==> config.mk <==
export PLATFORM = sky130hd
export DESIGN_NAME = rmf_front
export DESIGN_NICKNAME = d
export VERILOG_FILES = /design/src/hdl/rmf_pkg.sv /design/src/hdl/rmf_front.sv
export SDC_FILE = /design/constraint.sdc
export NUM_CORES = 1
export LEC_CHECK = 0
export ABC_AREA = 1
export BUFFER_PORTS_ARGS = -buffer_cell sky130_fd_sc_hd__buf_2
export CORE_UTILIZATION = 50
export DETAILED_ROUTE_END_ITERATION = 10
export PLACE_DENSITY_LB_ADDON = 0.12
export SYNTH_ARGS = -nofsm -noshare
export SYNTH_HDL_FRONTEND = slang
export SYNTH_SLANG_ARGS = --single-unit
export TNS_END_PERCENT = 1
==> constraint.sdc <==
create_clock -name i_clk -period 5 [get_ports i_clk]
set_input_delay 1 -clock i_clk [delete_from_list [all_inputs] [get_ports i_clk]]
set_output_delay 1 -clock i_clk [all_outputs]
set_load 0.02 [all_outputs]
==> src/hdl/rmf_pkg.sv <==
// Shared types, sizing constants and compare helpers of the RGB 3x3 median filter.
// Used by rmf_front, rmf_median, rmf_back and the top level; depends on nothing.
`default_nettype none

package rmf_pkg;

    // Widest image line the line stores hold, and the tallest frame supported.
    localparam int MAX_WIDTH    = 2048;
    localparam int HEIGHT_LIMIT = 2048;
    // Side of the square window.
    localparam int WIN          = 3;

    localparam int DIM_W  = 12;                       // configuration register width
    localparam int ADDR_W = $clog2(MAX_WIDTH);        // column / line store address
    localparam int ROW_W  = $clog2(HEIGHT_LIMIT);     // row position
    localparam int DIM_MIN = 3;

    localparam logic [DIM_W-1:0] WIDTH_RESET  = DIM_W'(640);
    localparam logic [DIM_W-1:0] HEIGHT_RESET = DIM_W'(480);

    localparam int CMDQ_DEPTH = 4;
    localparam int CMDQ_PTR_W = $clog2(CMDQ_DEPTH);
    localparam int CMDQ_CNT_W = $clog2(CMDQ_DEPTH + 1);

    localparam int OUTQ_DEPTH = 8;
    localparam int OUTQ_PTR_W = $clog2(OUTQ_DEPTH);
    localparam int OUTQ_CNT_W = $clog2(OUTQ_DEPTH + 1);

    typedef enum logic {
        REG_WIDTH  = 1'b0,
        REG_HEIGHT = 1'b1
    } t_reg_idx;

    typedef enum logic {
        KIND_PIXEL = 1'b0,
        KIND_DRAIN = 1'b1
    } t_kind;

    typedef enum logic {
        OP_PIXEL,
        OP_DRAIN
    } t_op;

    // Where the result value comes from.
    typedef enum logic [1:0] {
        SEL_CORNER,   // right-border pixel two lines back
        SEL_CENTER,   // window center, border pass-through
        SEL_MEDIAN,   // interior pixel, filtered
        SEL_LINE      // last line of the frame, read from the newer line store
    } t_sel;

    typedef struct packed {
        logic [7:0] red;
        logic [7:0] green;
        logic [7:0] blue;
    } t_rgb;

    typedef logic [WIN-1:0][7:0] t_chan;

    typedef struct packed {
        t_rgb top;
        t_rgb mid;
        t_rgb bot;
    } t_column;

    // Index 0 is the oldest column.
    typedef t_column [WIN-1:0] t_window;

    typedef struct packed {
        t_op               op;
        t_sel              sel;
        logic              emit;
        logic              last;
        logic              capture;
        logic [ADDR_W-1:0] addr;
        t_rgb              pix;
    } t_cmd;

    typedef struct packed {
        t_rgb pix;
        logic last;
    } t_res;

    function automatic logic [ADDR_W-1:0] width_m1(input logic [DIM_W-1:0] v);
        int w;
        w = int'(v);
        if (w < DIM_MIN) w = DIM_MIN;
        if (w > MAX_WIDTH) w = MAX_WIDTH;
        return ADDR_W'(w - 1);
    endfunction

    function automatic logic [ROW_W-1:0] height_m1(input logic [DIM_W-1:0] v);
        int h;
        h = int'(v);
        if (h < DIM_MIN) h = DIM_MIN;
        if (h > HEIGHT_LIMIT) h = HEIGHT_LIMIT;
        return ROW_W'(h - 1);
    endfunction

    localparam logic [ADDR_W-1:0] WIDTH_M1_RESET  = width_m1(WIDTH_RESET);
    localparam logic [ROW_W-1:0]  HEIGHT_M1_RESET = height_m1(HEIGHT_RESET);

    function automatic logic [7:0] min8(input logic [7:0] a, input logic [7:0] b);
        return (a < b) ? a : b;
    endfunction

    function automatic logic [7:0] max8(input logic [7:0] a, input logic [7:0] b);
        return (a < b) ? b : a;
    endfunction

    function automatic logic [7:0] med8(input logic [7:0] a, input logic [7:0] b,
                                        input logic [7:0] c);
        return max8(min8(a, b), min8(max8(a, b), c));
    endfunction

    function automatic t_rgb rgb_min3(input t_rgb a, input t_rgb b, input t_rgb c);
        t_chan x, y, z, q;
        x = a;
        y = b;
        z = c;
        for (int k = 0; k < WIN; k++) q[k] = min8(min8(x[k], y[k]), z[k]);
        return q;
    endfunction

    function automatic t_rgb rgb_max3(input t_rgb a, input t_rgb b, input t_rgb c);
        t_chan x, y, z, q;
        x = a;
        y = b;
        z = c;
        for (int k = 0; k < WIN; k++) q[k] = max8(max8(x[k], y[k]), z[k]);
        return q;
    endfunction

    function automatic t_rgb rgb_med3(input t_rgb a, input t_rgb b, input t_rgb c);
        t_chan x, y, z, q;
        x = a;
        y = b;
        z = c;
        for (int k = 0; k < WIN; k++) q[k] = med8(x[k], y[k], z[k]);
        return q;
    endfunction

    // Sorts each channel of a column: top gets the smallest, bot the largest.
    function automatic t_column sort_column(input t_column c);
        t_column s;
        s.top = rgb_min3(c.top, c.mid, c.bot);
        s.mid = rgb_med3(c.top, c.mid, c.bot);
        s.bot = rgb_max3(c.top, c.mid, c.bot);
        return s;
    endfunction

endpackage

`default_nettype wire

==> src/hdl/rmf_front.sv <==
// Front end of the median filter: configuration, raster position tracking,
// item classification and the command queue. Depends on rmf_pkg.
`default_nettype none

module rmf_front (
    input  wire logic                      i_clk,
    input  wire logic                      i_rst_n,
    input  wire logic                      i_cfg_we,
    input  wire logic                      i_cfg_idx,
    input  wire logic [rmf_pkg::DIM_W-1:0] i_cfg_data,
    input  wire logic                      i_push,
    output      logic                      o_full,
    input  wire logic                      i_kind,
    input  wire rmf_pkg::t_rgb             i_pix,
    output      logic                      o_cmd_vld,
    output      rmf_pkg::t_cmd             o_cmd,
    input  wire logic                      i_cmd_pop
);

    localparam logic [rmf_pkg::ADDR_W-1:0]     ONE_A   = rmf_pkg::ADDR_W'(1);
    localparam logic [rmf_pkg::ROW_W-1:0]      ONE_R   = rmf_pkg::ROW_W'(1);
    localparam logic [rmf_pkg::ROW_W:0]        ONE_RR  = (rmf_pkg::ROW_W + 1)'(1);
    localparam logic [rmf_pkg::CMDQ_PTR_W-1:0] PTR_END =
        rmf_pkg::CMDQ_PTR_W'(rmf_pkg::CMDQ_DEPTH - 1);

    logic [rmf_pkg::ADDR_W-1:0] r_w_m1;
    logic [rmf_pkg::ROW_W-1:0]  r_h_m1;
    logic [rmf_pkg::ADDR_W-1:0] r_col, n_col;
    logic [rmf_pkg::ROW_W-1:0]  r_row, n_row;
    logic [rmf_pkg::ADDR_W-1:0] r_res_col, n_res_col;
    logic [rmf_pkg::ROW_W:0]    r_res_row, n_res_row;
    logic                       r_done, n_done;

    rmf_pkg::t_cmd                  r_q [rmf_pkg::CMDQ_DEPTH];
    logic [rmf_pkg::CMDQ_PTR_W-1:0] r_wp, r_rp;
    logic [rmf_pkg::CMDQ_CNT_W-1:0] r_cnt;

    logic                       accept;
    logic                       cmd_push;
    rmf_pkg::t_cmd              cmd;
    logic [rmf_pkg::ADDR_W-1:0] col;
    logic [rmf_pkg::ROW_W-1:0]  row;
    logic [rmf_pkg::ADDR_W-1:0] res_col;
    logic [rmf_pkg::ROW_W:0]    res_row;
    logic [rmf_pkg::ROW_W:0]    h_m1_x;
    logic                       is_pixel;
    logic                       col_end, row_end, res_col_end, res_row_last;

    // A configuration write takes the cycle; no item is taken alongside it.
    assign o_full = (r_cnt == rmf_pkg::CMDQ_CNT_W'(rmf_pkg::CMDQ_DEPTH)) || i_cfg_we;
    assign accept = i_push && !o_full;
    assign h_m1_x = {1'b0, r_h_m1};

    always_comb begin
        is_pixel = (i_kind == rmf_pkg::KIND_PIXEL);
        // A pixel after a complete frame opens a new frame.
        col     = r_done ? '0 : r_col;
        row     = r_done ? '0 : r_row;
        res_col = (is_pixel && r_done) ? '0 : r_res_col;
        res_row = (is_pixel && r_done) ? '0 : r_res_row;

        col_end      = (col == r_w_m1);
        row_end      = (row == r_h_m1);
        res_col_end  = (res_col == r_w_m1);
        res_row_last = (res_row == h_m1_x);

        n_col     = r_col;
        n_row     = r_row;
        n_res_col = r_res_col;
        n_res_row = r_res_row;
        n_done    = r_done;
        cmd_push  = 1'b0;

        cmd         = '0;
        cmd.op      = rmf_pkg::OP_PIXEL;
        cmd.sel     = rmf_pkg::SEL_CENTER;
        cmd.pix     = i_pix;
        cmd.last    = res_row_last && res_col_end;
        cmd.capture = col_end;

        if (i_cfg_we) begin
            n_col     = '0;
            n_row     = '0;
            n_res_col = '0;
            n_res_row = '0;
            n_done    = 1'b0;
        end else if (accept) begin
            if (is_pixel) begin
                cmd_push = 1'b1;
                cmd.addr = col;
                cmd.emit = (row > ONE_R) || ((row == ONE_R) && (col != '0));
                if (col == '0) begin
                    cmd.sel = rmf_pkg::SEL_CORNER;
                end else if ((res_row == '0) || res_row_last ||
                             (res_col == '0) || res_col_end) begin
                    cmd.sel = rmf_pkg::SEL_CENTER;
                end else begin
                    cmd.sel = rmf_pkg::SEL_MEDIAN;
                end
                n_done    = 1'b0;
                n_row     = row;
                n_res_col = res_col;
                n_res_row = res_row;
                if (col_end) begin
                    n_col = '0;
                    if (row_end) begin
                        n_row  = '0;
                        n_done = 1'b1;
                    end else begin
                        n_row = row + ONE_R;
                    end
                end else begin
                    n_col = col + ONE_A;
                end
            end else if (r_done && (r_res_row <= h_m1_x)) begin
                cmd_push = 1'b1;
                cmd.op   = rmf_pkg::OP_DRAIN;
                cmd.emit = 1'b1;
                cmd.addr = res_col;
                cmd.sel  = (res_row == (h_m1_x - ONE_RR)) ? rmf_pkg::SEL_CORNER
                                                          : rmf_pkg::SEL_LINE;
            end
            if (cmd_push && cmd.emit) begin
                if (res_col_end) begin
                    n_res_col = '0;
                    n_res_row = res_row + ONE_RR;
                end else begin
                    n_res_col = res_col + ONE_A;
                    n_res_row = res_row;
                end
            end
        end
    end

    always_ff @(posedge i_clk) begin
        if (!i_rst_n) begin
            r_w_m1    <= rmf_pkg::WIDTH_M1_RESET;
            r_h_m1    <= rmf_pkg::HEIGHT_M1_RESET;
            r_col     <= '0;
            r_row     <= '0;
            r_res_col <= '0;
            r_res_row <= '0;
            r_done    <= 1'b0;
        end else begin
            if (i_cfg_we) begin
                case (rmf_pkg::t_reg_idx'(i_cfg_idx))
                    rmf_pkg::REG_WIDTH:  r_w_m1 <= rmf_pkg::width_m1(i_cfg_data);
                    rmf_pkg::REG_HEIGHT: r_h_m1 <= rmf_pkg::height_m1(i_cfg_data);
                    default: ;
                endcase
            end
            r_col     <= n_col;
            r_row     <= n_row;
            r_res_col <= n_res_col;
            r_res_row <= n_res_row;
            r_done    <= n_done;
        end
    end

    // Command queue toward the back end.
    always_ff @(posedge i_clk) begin
        if (!i_rst_n) begin
            r_wp  <= '0;
            r_rp  <= '0;
            r_cnt <= '0;
        end else begin
            if (cmd_push) r_wp <= (r_wp == PTR_END) ? '0 : r_wp + 1'b1;
            if (i_cmd_pop) r_rp <= (r_rp == PTR_END) ? '0 : r_rp + 1'b1;
            r_cnt <= r_cnt + rmf_pkg::CMDQ_CNT_W'(cmd_push)
                           - rmf_pkg::CMDQ_CNT_W'(i_cmd_pop);
        end
    end

    always_ff @(posedge i_clk) begin
        if (cmd_push) r_q[r_wp] <= cmd;
    end

    assign o_cmd_vld = (r_cnt != '0);
    assign o_cmd     = r_q[r_rp];

endmodule

`default_nettype wire

==> Flow_metrics.wiki <==
{| class="wikitable"
! Metric !! Value
|-
| Effective utilization at floorplan || 51.6%
|-
| Number of rows in the core area || 57
|-
| Number of filler cells placed in the layout || 2196
|-
| Number of max-slew violations in the final report || 0
|-
| CP Class || reg2out
|-
| Actual transition at the worst max-transition pin || 0.957 ns
|-
| GPL Wtd Cong || 0.947
|-
| CTS buffer count || 26
|-
| Part of the total power dissipated in sequential elements || 46.2%
|-
| Floorplan die area || 26000 um2
|-
| Result of the run || finished, final reports clean
|-
| Arrival time of the worst setup path || 2.67 ns
|-
| Commonest cells in the netlist || 370 x nand2_1, 164 x edfxtp_1, 161 x nor2_1
|-
| Met2 routed wirelength || 14.6 mm
|-
| Max-slew headroom at the worst pin || 36.1%
|-
| Vert. Die Dim || 161 um
|-
| Part of the cycle the worst path needs || 73.4%
|-
| Yosys Warn Count || 0
|-
| Peak clock frequency supported by timing || 0.272 GHz
|-
| Post-CTS repair timing setup buffer count || 0
|-
| Number of maximum-capacitance violations || 0
|-
| Number of top-level pins || 86
|-
| CTS sink cnt || 241
|-
| Areal power density over the cells || 333 nW/um2
|-
| Number of diodes added for antenna fixing || 0
|-
| Detailed-route via count || 10.0k
|-
| Number of antenna violations at the first check in global routing || 0
|-
| Startpoint type of the worst setup path || flip-flop
|-
| Most used standard cell by instance count after synthesis || nand2_1
|-
| Wire length of the first global-routing pass || 49.0 mm
|-
| Net switching power figure || 1160 uW
|-
| Growth of design area from synthesis to finish || 12.6%
|-
| DPL Wire Length || 20.6 mm
|-
| Worst min-delay path category || reg2reg
|-
| Top cell type's share of synthesized area || 38.8%
|-
| Via density || 5.36
|-
| Proportion of layout cells with a drive suffix above 1 || 13.7%
|-
| Total track usage || 23.6%
|-
| Critical Path RT || 4.00 ns
|-
| Number of cells produced by synthesis || 1454
|-
| Number of synthesized flops with an enable pin || 164
|-
| Total Neg Setup Slack || 0 ns
|-
| Cells taking the most area after synthesis || edfxtp_1 39%, dfxtp_1 12%, nand2_1 11%
|-
| Tmin final || 3.67 ns
|-
| TritonCTS clock tree || done
|-
| Horiz. Die Dim || 161 um
|-
| Post-cts sizing count || 0
|-
| RSZ-0062 raised after global routing || false
|-
| Overflow left after global routing || 0
|-
| Mapped Avg Cell Area || 8.72 um2
|-
| Met3 routed WL || 1.62 mm
|-
| Final layout net count || 1595
|-
| Critical Path End Type || primary output
|-
| Max VDD drop || 0.246 mV
|-
| Hold-fix buffer count after cts || 0
|-
| Cell area after technology mapping || 12700 um2
|-
| Largest net degree at the start of global routing || 83
|-
| Routed wire length per instance || 16.4 um
|-
| Share of synthesized registers carrying an async set or reset || 0%
|-
| Sequential cell area fraction in the yosys report || 51.0%
|-
| Ys flop type || edfxtp_1
|-
| Drc violations || 0
|-
| Internal power summed over all cells || 3590 uW
|-
| FF+latch count, synth || 241
|-
| Final-report hold violation count || 0
|-
| Power Total || 4760 uW
|-
| Clock slew seen by the registers of the worst setup and hold paths || 0.06 ns
|-
| Final setup fails || 0
|-
| Final WL || 30.7 mm
|-
| Router iterations before antenna repair || 5
|-
| Post-synth net total || 1526
|-
| Count of routing violations after the opening detailed-route iteration || 745
|-
| Count of input and output buffers || 85
|-
| Critical Path Fanout Max || 42
|-
| Setup clock skew after layout || 0.0138 ns
|-
| Netlist cell types || 51
|-
| CTS root buffer || clkbuf_16
|-
| P_leak || 0.00580 uW
|-
| Multi-input combinational cell area || 5480 um2
|-
| Switching part of the total power || 24.5%
|-
| Max clock buf depth || 3
|-
| Clock insertion delay at the later pin of the skew report || 0.52 ns
|-
| Vias in the first global route || 9268
|-
| Logic pwr share || 10.5%
|-
| Cell type with the highest aggregate area in the netlist || edfxtp_1
|-
| Power share of the clock group || 43.4%
|-
| Top metal layer carrying routed signals || met4
|-
| WL met1 || 13.9 mm
|-
| Placeable core region || 24600 um2
|-
| Number of H-tree levels || 1
|-
| Area of all sequential standard cells || 6470 um2
|-
| ANT nets after route || 0
|}
==> state kept, by name, summed over array words and instances (netlist names), 3 cells and up, named ones only <==
name,count
r_col,11
r_res_col,11
r_w_m1,11
r_res_row,12
r_row,11
r_q,164
r_cnt,3
r_h_m1,11
==> layer usage <==
layer  track usage (%)  vias up
met5                 0        -
met4              6.35        0
met3              3.67       58
met2              40.2      264
met1              31.3     4677
li1                  -     5006
==> logic make-up (layout without fill, tap and decap cells) <==
| family | Yosys count | after routing | share of synthesized area (%) |
|---|---|---|---|
| and+or+nand+nor | 688 | 688 | 23.9 |
| buffers and inverters | 182 | 271 | 6.07 |
| AOI/OAI and AO/OA | 243 | 243 | 10.7 |
| DFF | 241 | 241 | 51.0 |
| xor gates and xnor gates | 71 | 71 | 5.43 |
| adders and majority gates | 29 | 29 | 2.92 |
==> worst max-delay path, cell delays in order (launching register included) <==
cell and delay [ns]:
dfxtp_1 0.30, buf_4 0.26, inv_1 0.76, buf_4 0.34, o21ai_0 0.12, o22ai_1 0.15
buf_2 0.20
==> cell usage in the layout, fill, tap and decap left out, types with 4 or more instances in the layout <==
cell type,instances
xor2_2,8
buf_4,14
o21ai_0,113
inv_2,5
nor2_1,157
dfxtp_1,76
nand2_2,6
nand2_4,14
a21oi_1,56
a21oi_2,13
xor2_1,50
ha_1,28
nor3_1,20
clkbuf_16,27
inv_1,116
nand2_1,370
nor2_4,6
clkbuf_1,4
o22ai_1,43
nand4_1,24
xnor2_1,12
buf_2,85
edfxtp_1,164
nand3_1,64
nand3b_1,8
clkinv_1,4
bufinv_16,5
o21ai_1,6
==> power by group through the flow <==
stage / registers, uW / clock network (uW) / logic (uW)
2_1_floorplan: 2230 / 0 / 333
3_3_place_gp: 2240 / 0 / 494
3_5_place_dp: 2240 / 0 / 500
4_1_cts: 2200 / 2100 / 501
5_1_grt: 2200 / 2180 / 546
6_report: 2200 / 2060 / 497
==> final timing paths <==
kind,endpoint,slack (ns),startpoint,cells past startpoint
worst max register to register,r_cnt[2],1.47,r_h_m1[6],19
worst max-delay path,o_cmd[22],1.33,flip-flop,6
worst min-delay path,r_col[6],0.47,r_col[6],2
worst min register to register,r_col[6],0.47,r_col[6],2
==> cell type report <==
type / instances / area share, %
Clock buffer: 33 / 5.03
Clock inverter: 15 / 1.48
Inverter: 124 / 3.28
Multi-Input combinational cell: 1031 / 38.4
Sequential cell: 241 / 45.3
Tap cell: 324 / 2.84
Timing Repair Buffer: 99 / 3.72
==> metrics by stage <==
step	setup WS [ns]	instances	area [um2]	util [%]	hold WS, ns
3_5_place_dp	1.41	1819	13400	54.3	0.455
3_3_place_gp	1.49	1819	13400	54.3	0.451
4_1_cts	1.28	1867	14300	58.0	0.465
5_1_grt	1.16	1867	14300	58.0	0.473
6_report	1.33	1867	14300	58.0	0.467
2_1_floorplan	1.16	1454	12700	-	0.445
Power figures use the tool's default switching activity.
